`config.mk`:
```
export PLATFORM = sky130hd
export DESIGN_NAME = obp_cell
export DESIGN_NICKNAME = d
export VERILOG_FILES = /design/src/hw/rtl/obp_pkg.sv /design/src/hw/rtl/obp_cell.sv
export SDC_FILE = /design/constraint.sdc
export NUM_CORES = 1
export LEC_CHECK = 0
export BUFFER_PORTS_ARGS = -buffer_cell sky130_fd_sc_hd__buf_2
export CAP_MARGIN = 15
export CORE_MARGIN = 1
export CORE_UTILIZATION = 55
export CTS_BUF_LIST = sky130_fd_sc_hd__clkbuf_8 sky130_fd_sc_hd__clkbuf_16
export CTS_CLUSTER_SIZE = 28
export DETAILED_ROUTE_END_ITERATION = 10
export GPL_ROUTABILITY_DRIVEN = 0
export PLACE_DENSITY_LB_ADDON = 0.3
export REMOVE_ABC_BUFFERS = 1
export SLEW_MARGIN = 10
export SYNTH_ARGS = -nofsm -noshare
export SYNTH_HDL_FRONTEND = slang
export SYNTH_SLANG_ARGS = --single-unit
```
`constraint.sdc`:
```
create_clock -name clk_i -period 6.8 [get_ports clk_i]
set_input_delay 0.68 -clock clk_i [delete_from_list [all_inputs] [get_ports clk_i]]
set_output_delay 0.68 -clock clk_i [all_outputs]
set_load 0.1 [all_outputs]
```
`src/hw/rtl/obp_pkg.sv`:
```
package obp_pkg;

  // Fixed point sizes: 65536 stands for 1.0
  localparam int unsigned SIZE_W = 17;
  localparam logic [SIZE_W-1:0] ONE_FIXED = 17'h10000;

  // Register map
  localparam int unsigned CFG_IDX_W = 2;
  localparam logic [CFG_IDX_W-1:0] CFG_FIT_MODE  = 2'd0;
  localparam logic [CFG_IDX_W-1:0] CFG_BIN_CAP   = 2'd1;
  localparam logic [CFG_IDX_W-1:0] CFG_BIN_LIMIT = 2'd2;

  localparam int unsigned MODE_W  = 2;
  localparam int unsigned LIMIT_W = 7;

  // Placement policies; the unused code behaves as best fit
  localparam logic [MODE_W-1:0] FIT_NEXT  = 2'd0;
  localparam logic [MODE_W-1:0] FIT_FIRST = 2'd1;
  localparam logic [MODE_W-1:0] FIT_BEST  = 2'd2;

  // Commands
  localparam logic OP_PLACE = 1'b0;
  localparam logic OP_CLEAR = 1'b1;

  // Result status
  localparam int unsigned STATUS_W = 2;
  localparam logic [STATUS_W-1:0] ST_OK       = 2'd0;
  localparam logic [STATUS_W-1:0] ST_OVERFLOW = 2'd1;
  localparam logic [STATUS_W-1:0] ST_TOO_BIG  = 2'd2;

  // Output field widths
  localparam int unsigned OUT_IDX_W  = 6;
  localparam int unsigned OUT_OPEN_W = 7;

  // Search token handed from cell to cell
  typedef struct packed {
    logic              vld;
    logic              found;
    logic [SIZE_W-1:0] best;
  } obp_scan_t;

  // Update broadcast from the controller to every cell
  typedef struct packed {
    logic              clr;
    logic              upd;
    logic              fresh;
    logic [SIZE_W-1:0] size;
    logic [SIZE_W-1:0] cap;
  } obp_wr_t;

endpackage

```
`src/hw/rtl/obp_cell.sv`:
```
module obp_cell #(
  parameter int unsigned IDX      = 0,
  parameter int unsigned IW       = 6,
  parameter int unsigned CW       = 7
) (
  input  logic                      clk_i,
  input  logic                      rst_ni,
  input  logic [obp_pkg::MODE_W-1:0] fit_mode_i,
  input  logic [obp_pkg::SIZE_W-1:0] size_i,
  input  logic [CW-1:0]             open_i,
  input  obp_pkg::obp_scan_t        scan_i,
  input  logic [IW-1:0]             chosen_i,
  output obp_pkg::obp_scan_t        scan_o,
  output logic [IW-1:0]             chosen_o,
  input  obp_pkg::obp_wr_t          wr_i,
  input  logic [IW-1:0]             wr_idx_i
);
  import obp_pkg::*;

  localparam logic [CW-1:0] IDX_C  = CW'(IDX);
  localparam logic [CW-1:0] IDX_P1 = CW'(IDX + 1);
  localparam logic [IW-1:0] IDX_I  = IW'(IDX);

  logic [SIZE_W-1:0] room_q;
  obp_scan_t         scan_q;
  logic [IW-1:0]     chosen_q;

  logic              eligible;
  logic              fits;
  logic [SIZE_W-1:0] left;
  logic              take;

  // Decide whether this bin beats what the token carries so far
  always_comb begin
    eligible = (IDX_C < open_i) && ((fit_mode_i != FIT_NEXT) || (IDX_P1 == open_i));
    fits     = room_q >= size_i;
    left     = room_q - size_i;
    case (fit_mode_i)
      FIT_NEXT:  take = eligible && fits;
      FIT_FIRST: take = eligible && fits && !scan_i.found;
      default:   take = eligible && fits && (left < scan_i.best);
    endcase
  end

  // Pass the token on to the neighbour
  always_ff @(posedge clk_i or negedge rst_ni) begin
    if (!rst_ni) begin
      scan_q   <= '0;
      chosen_q <= '0;
    end else begin
      scan_q.vld <= scan_i.vld;
      if (take) begin
        scan_q.found <= 1'b1;
        scan_q.best  <= left;
        chosen_q     <= IDX_I;
      end else begin
        scan_q.found <= scan_i.found;
        scan_q.best  <= scan_i.best;
        chosen_q     <= chosen_i;
      end
    end
  end

  // Hold the room of this bin; refill on clear, shrink when chosen
  always_ff @(posedge clk_i or negedge rst_ni) begin
    if (!rst_ni) begin
      room_q <= ONE_FIXED;
    end else if (wr_i.clr) begin
      room_q <= wr_i.cap;
    end else if (wr_i.upd && (wr_idx_i == IDX_I)) begin
      room_q <= (wr_i.fresh ? wr_i.cap : room_q) - wr_i.size;
    end
  end

  assign scan_o   = scan_q;
  assign chosen_o = chosen_q;

endmodule

```
==> results.txt <==
Walking the worst path, the cells encountered are buf_2, inv_1, ha_1, nor2b_1, o31a_1, o31ai_1, nand2_1, a211oi_1, nor2_1, ha_1, a221oi_1, o21ai_1, a31oi_1, o31ai_1, a311o_1, a221oi_4, mux2_2. Based on the critical path, the design can be clocked at up to 0.199 GHz. During synthesis, Yosys emitted a total of 0 warnings. After the last flow step, the layout net total stands at 729. 0 antenna diodes ended up in the layout. Yosys mapped the design onto 51 distinct sky130hd cell types. From left edge to right edge, the die measures 86.7 um. Of the cells placed in the final design, the portion with a size suffix greater than 1 is 26.2%. Sequential cells were found to cover 26.6% of the synthesized design area. The flow ran to the end, and the final reports show no timing, DRC or antenna violations.

For the worst setup path, the data arrival time is 5.22 ns. The run gives 0 ns as the final setup TNS. During placement, the flow inserted port buffers numbering 120. The run gives 3581 as the number of global-route vias before repair. Most common flop cell mapped by yosys: sky130_fd_sc_hd__dfrtp_1. Counting flops and latches in the post-synthesis netlist gives 42.

The core region is 6870 um2. Once the floorplan was initialized, standard cells occupied 57.5% of the core. Across every metal layer, demand over resource in global routing totals 26.0%. Of the total power, the share spent switching nets is 43.0%. The cell family contributing the most delay on the critical path is compound AO/OA/AOI/OAI gates.

The logs give 9450 um for the aggregate routed wire length and 0 for the total setup buffers inserted after CTS. The die height came out at 86.7 um. The pin count of the biggest net entering global routing is 43. TritonCTS built the clock tree.

In this run the worst hold path is classified as primary input to flip-flop. The total of endpoints with negative setup slack in the final report is 0. The share of flip-flops with an asynchronous set or reset came out at 100%. The row count came out at 30.

Power spread over the standard cell area amounts to 229 nW/um2. The worst hold slack after final layout is 0.490 ns, and the worst slew margin relative to its limit is 24.4%. The count of flip-flops with a built-in enable after synthesis is 0. Clock latency on the worst-skew pair: 0.29 ns. At the worst endpoint, the required time is 6.98 ns.

Buffers inserted to repair hold after CTS numbered 0. The clock passes through at most 2 buffers. Setup repair after global routing left no endpoint under its margin. The clock power share was 22.7%; the switching power summed over all nets was 0.467 mW. The final cycle utilization of the critical path was 74.0%; the global-route wire length before repair was 15700 um. The number of max-slew violations in the final report was 0. Using the TritonRoute via totals, the vias-per-cell ratio works out to 5.58.

The startpoint kind of the worst setup timing path was a primary input. The startpoint of the worst-slack reg-to-reg timing path is room_q[0]. Relative to the synthesized area, the layout overhead comes to 20.3%. Across the VDD grid, the largest voltage drop is 93.9 uV.

The die covers 7520 um2. For this run the aggregate overflow at the end of global routing stands at 0. The critical path is of the primary input to flip-flop type. Together, buffers and inverters on the worst path number 2.

Detailed placement finished with a half-perimeter wire length of 7480 um. Per report_power, the combinational group accounts for 50.5% of the total. The worst stage delay on the critical path is 0.95 ns, and the post-CTS resize count is 0. The final hold violation count is 0. The final critical-path required period came out at 5.03 ns.

The cell internal power dissipation was 0.620 mW. Across the routed clock network, the largest skew measured is 0.00338 ns. The detail route stage leaves a number of antenna-violating nets equal to 0.

After detailed routing, the average wire length per cell comes to 13.9 um. The clock tree synthesis step divided the H-tree into 2 levels. Synthesis produced 467 cells.

The clock root buffer is sky130_fd_sc_hd__clkbuf_8. Clock-pin slew was measured on the worst setup and hold paths at 0.08 ns. The count of vias placed by the detailed router was 3787. The tools report the TritonCTS buffer count as 5.

The largest individual stage delay along the critical path comes from the cell sky130_fd_sc_hd__a221oi_4. The static leakage is 2.48 nW, and the synthesized area is 3950 um2. Max-cap violations in this run came to 0. STA classifies the critical path endpoint as a flip-flop. For the number of sinks driven by the clock tree, the log shows 42. In the routed design, unresolved DRC markers number 0. The detailed router's first-iteration violation count came out at 261. At the pin with the least slew margin, the transition time is 1.13 ns. The number of iterations in the first detailed-routing pass is 6, and the sequential cell fraction of total power is 26.8%.

The launch instance of the worst min-delay path is scan_i[18]. Tracing the worst setup path back leads to its startpoint at size_i[2]. The largest fanout on the critical path was 24; the initial antenna violation count was 0. The number of ports placed on the die boundary was 121; the mean cell area of the mapped netlist was 8.46 um2.
-- kinds of logic after synthesis --
group / after synthesis / synth area share [%]
buf+inv: 72 / 7.22
simple gates: 122 / 15.1
compound gates: 125 / 20.2
fa+ha+maj: 51 / 16.5
xor+xnor: 19 / 4.21
flops: 42 / 26.6
mux: 36 / 10.1
-- final timing paths --
kind                            slack [ns]          end  cells after the start
worst max register to register        1.83    scan_o[5]                     17
worst min register to register        0.53   room_q[16]                      2
worst min-delay path                  0.49   scan_o[18]                      1
max in group asynchronous             5.71   room_q[12]                      1
min in group asynchronous             0.52  chosen_o[5]                      1
worst max-delay path                  1.77    scan_o[5]                     17
-- placed cells by master, fill, tap and decap left out, drive strengths merged, types with 3 or more instances in the layout --
| master | Yosys | layout |
|---|---|---|
| ha | 49 | 49 |
| and3 | 7 | 7 |
| a21o | 6 | 6 |
| inv | 60 | 60 |
| a211oi | 5 | 5 |
| xnor2 | 12 | 12 |
| buf | 2 | 120 |
| clkbuf | 10 | 6 |
| a21boi | 3 | 3 |
| a21oi | 39 | 39 |
| mux2 | 30 | 30 |
| o21a | 7 | 7 |
| mux2i | 6 | 6 |
| nor2 | 26 | 26 |
| nor2b | 10 | 10 |
| and2 | 7 | 7 |
| nand4 | 6 | 6 |
| o31ai | 4 | 4 |
| a31oi | 11 | 11 |
| xor2 | 7 | 7 |
| dfrtp | 41 | 41 |
| nand2b | 6 | 6 |
| o21ai | 29 | 29 |
| nor3 | 5 | 5 |
| nand3 | 9 | 9 |
| nand2 | 37 | 37 |
-- synth_stat cells (all sizes together) (3+ instances only) --
cell type	instances	area share [%]
a21boi	3	0.57
clkbuf	10	0.95
o21ai	29	3.7
a211oi	5	0.95
nand2b	6	0.95
nand4	6	0.95
nor2b	10	1.6
o21a	7	1.3
nor3	5	0.63
a21oi	39	4.9
ha	49	16
a21o	6	1.1
and2	7	1.1
xor2	7	1.6
and3	7	1.1
inv	60	5.7
mux2	30	8.6
xnor2	12	2.7
mux2i	6	1.5
nand2	37	3.5
a31oi	11	1.7
nor2	26	2.5
nand3	9	1.1
o31ai	4	0.76
dfrtp	41	26
-- stage by stage --
| step | instances | setup slack (ns) | util, % | power, mW | instance area, um2 |
|---|---|---|---|---|---|
| 5_1_grt | 679 | 1.36 | 69.2 | 1.15 | 4750 |
| 2_1_floorplan | 455 | 2.11 | - | 0.711 | 3890 |
| 3_5_place_dp | 671 | 1.47 | 67.1 | 0.839 | 4610 |
| 3_3_place_gp | 671 | 1.62 | 67.1 | 0.821 | 4610 |
| 6_report | 679 | 1.77 | 69.2 | 1.09 | 4750 |
| 4_1_cts | 679 | 1.79 | 69.2 | 1.09 | 4750 |
-- final cells by class --
cell class                 instances  area [um2]
inverter                          60         225
fill                             577        2120
sequential                        42        1050
tap                               96         120
timing repair buffer             120         601
multi-input combinational        353        2610
clock buffer                       6        82.6
clock inverter                     2        60.1
-- worst register-to-register path, delay by kind of cell, from the launching register on --
family | cells | cell delay, ns
AO/OA/AOI/OAI | 9 | 2.95
flip-flops | 1 | 0.41
multiplexers | 1 | 0.43
buffers and inverters | 1 | 0.07
AND/OR/NAND/NOR | 3 | 0.28
adder cells (fa/ha/maj) | 3 | 0.72
-- power groups by stage --
| stage | clock, mW | combinational, mW | sequential, mW |
|---|---|---|---|
| after floorplan | 0 | 0.271 | 0.440 |
| after global placement | 0 | 0.525 | 0.296 |
| after detailed placement | 0 | 0.542 | 0.297 |
| after CTS | 0.247 | 0.546 | 0.292 |
| after global routing | 0.257 | 0.599 | 0.295 |
| final | 0.247 | 0.549 | 0.292 |
-- routing by layer --
| layer | wire, um | track usage (%) | share of wire [%] | vias to the layer above |
|---|---|---|---|---|
| li1 | - | - | - | 1886 |
| met1 | 4250 | 33.3 | 45 | 1750 |
| met2 | 4550 | 45.1 | 48 | 128 |
| met3 | 441 | 3.62 | 4.7 | 23 |
| met4 | 209 | 8.48 | 2.2 | 0 |
| met5 | 0 | 0 | 0 | - |
-- sequential cells by signal, indices dropped and copies added, names as in the netlist --
| name | flops |
|---|---|
| chosen_o | 6 |
| scan_o | 19 |
| room_q | 17 |
Note: power is estimated with default switching activity, not from simulation.
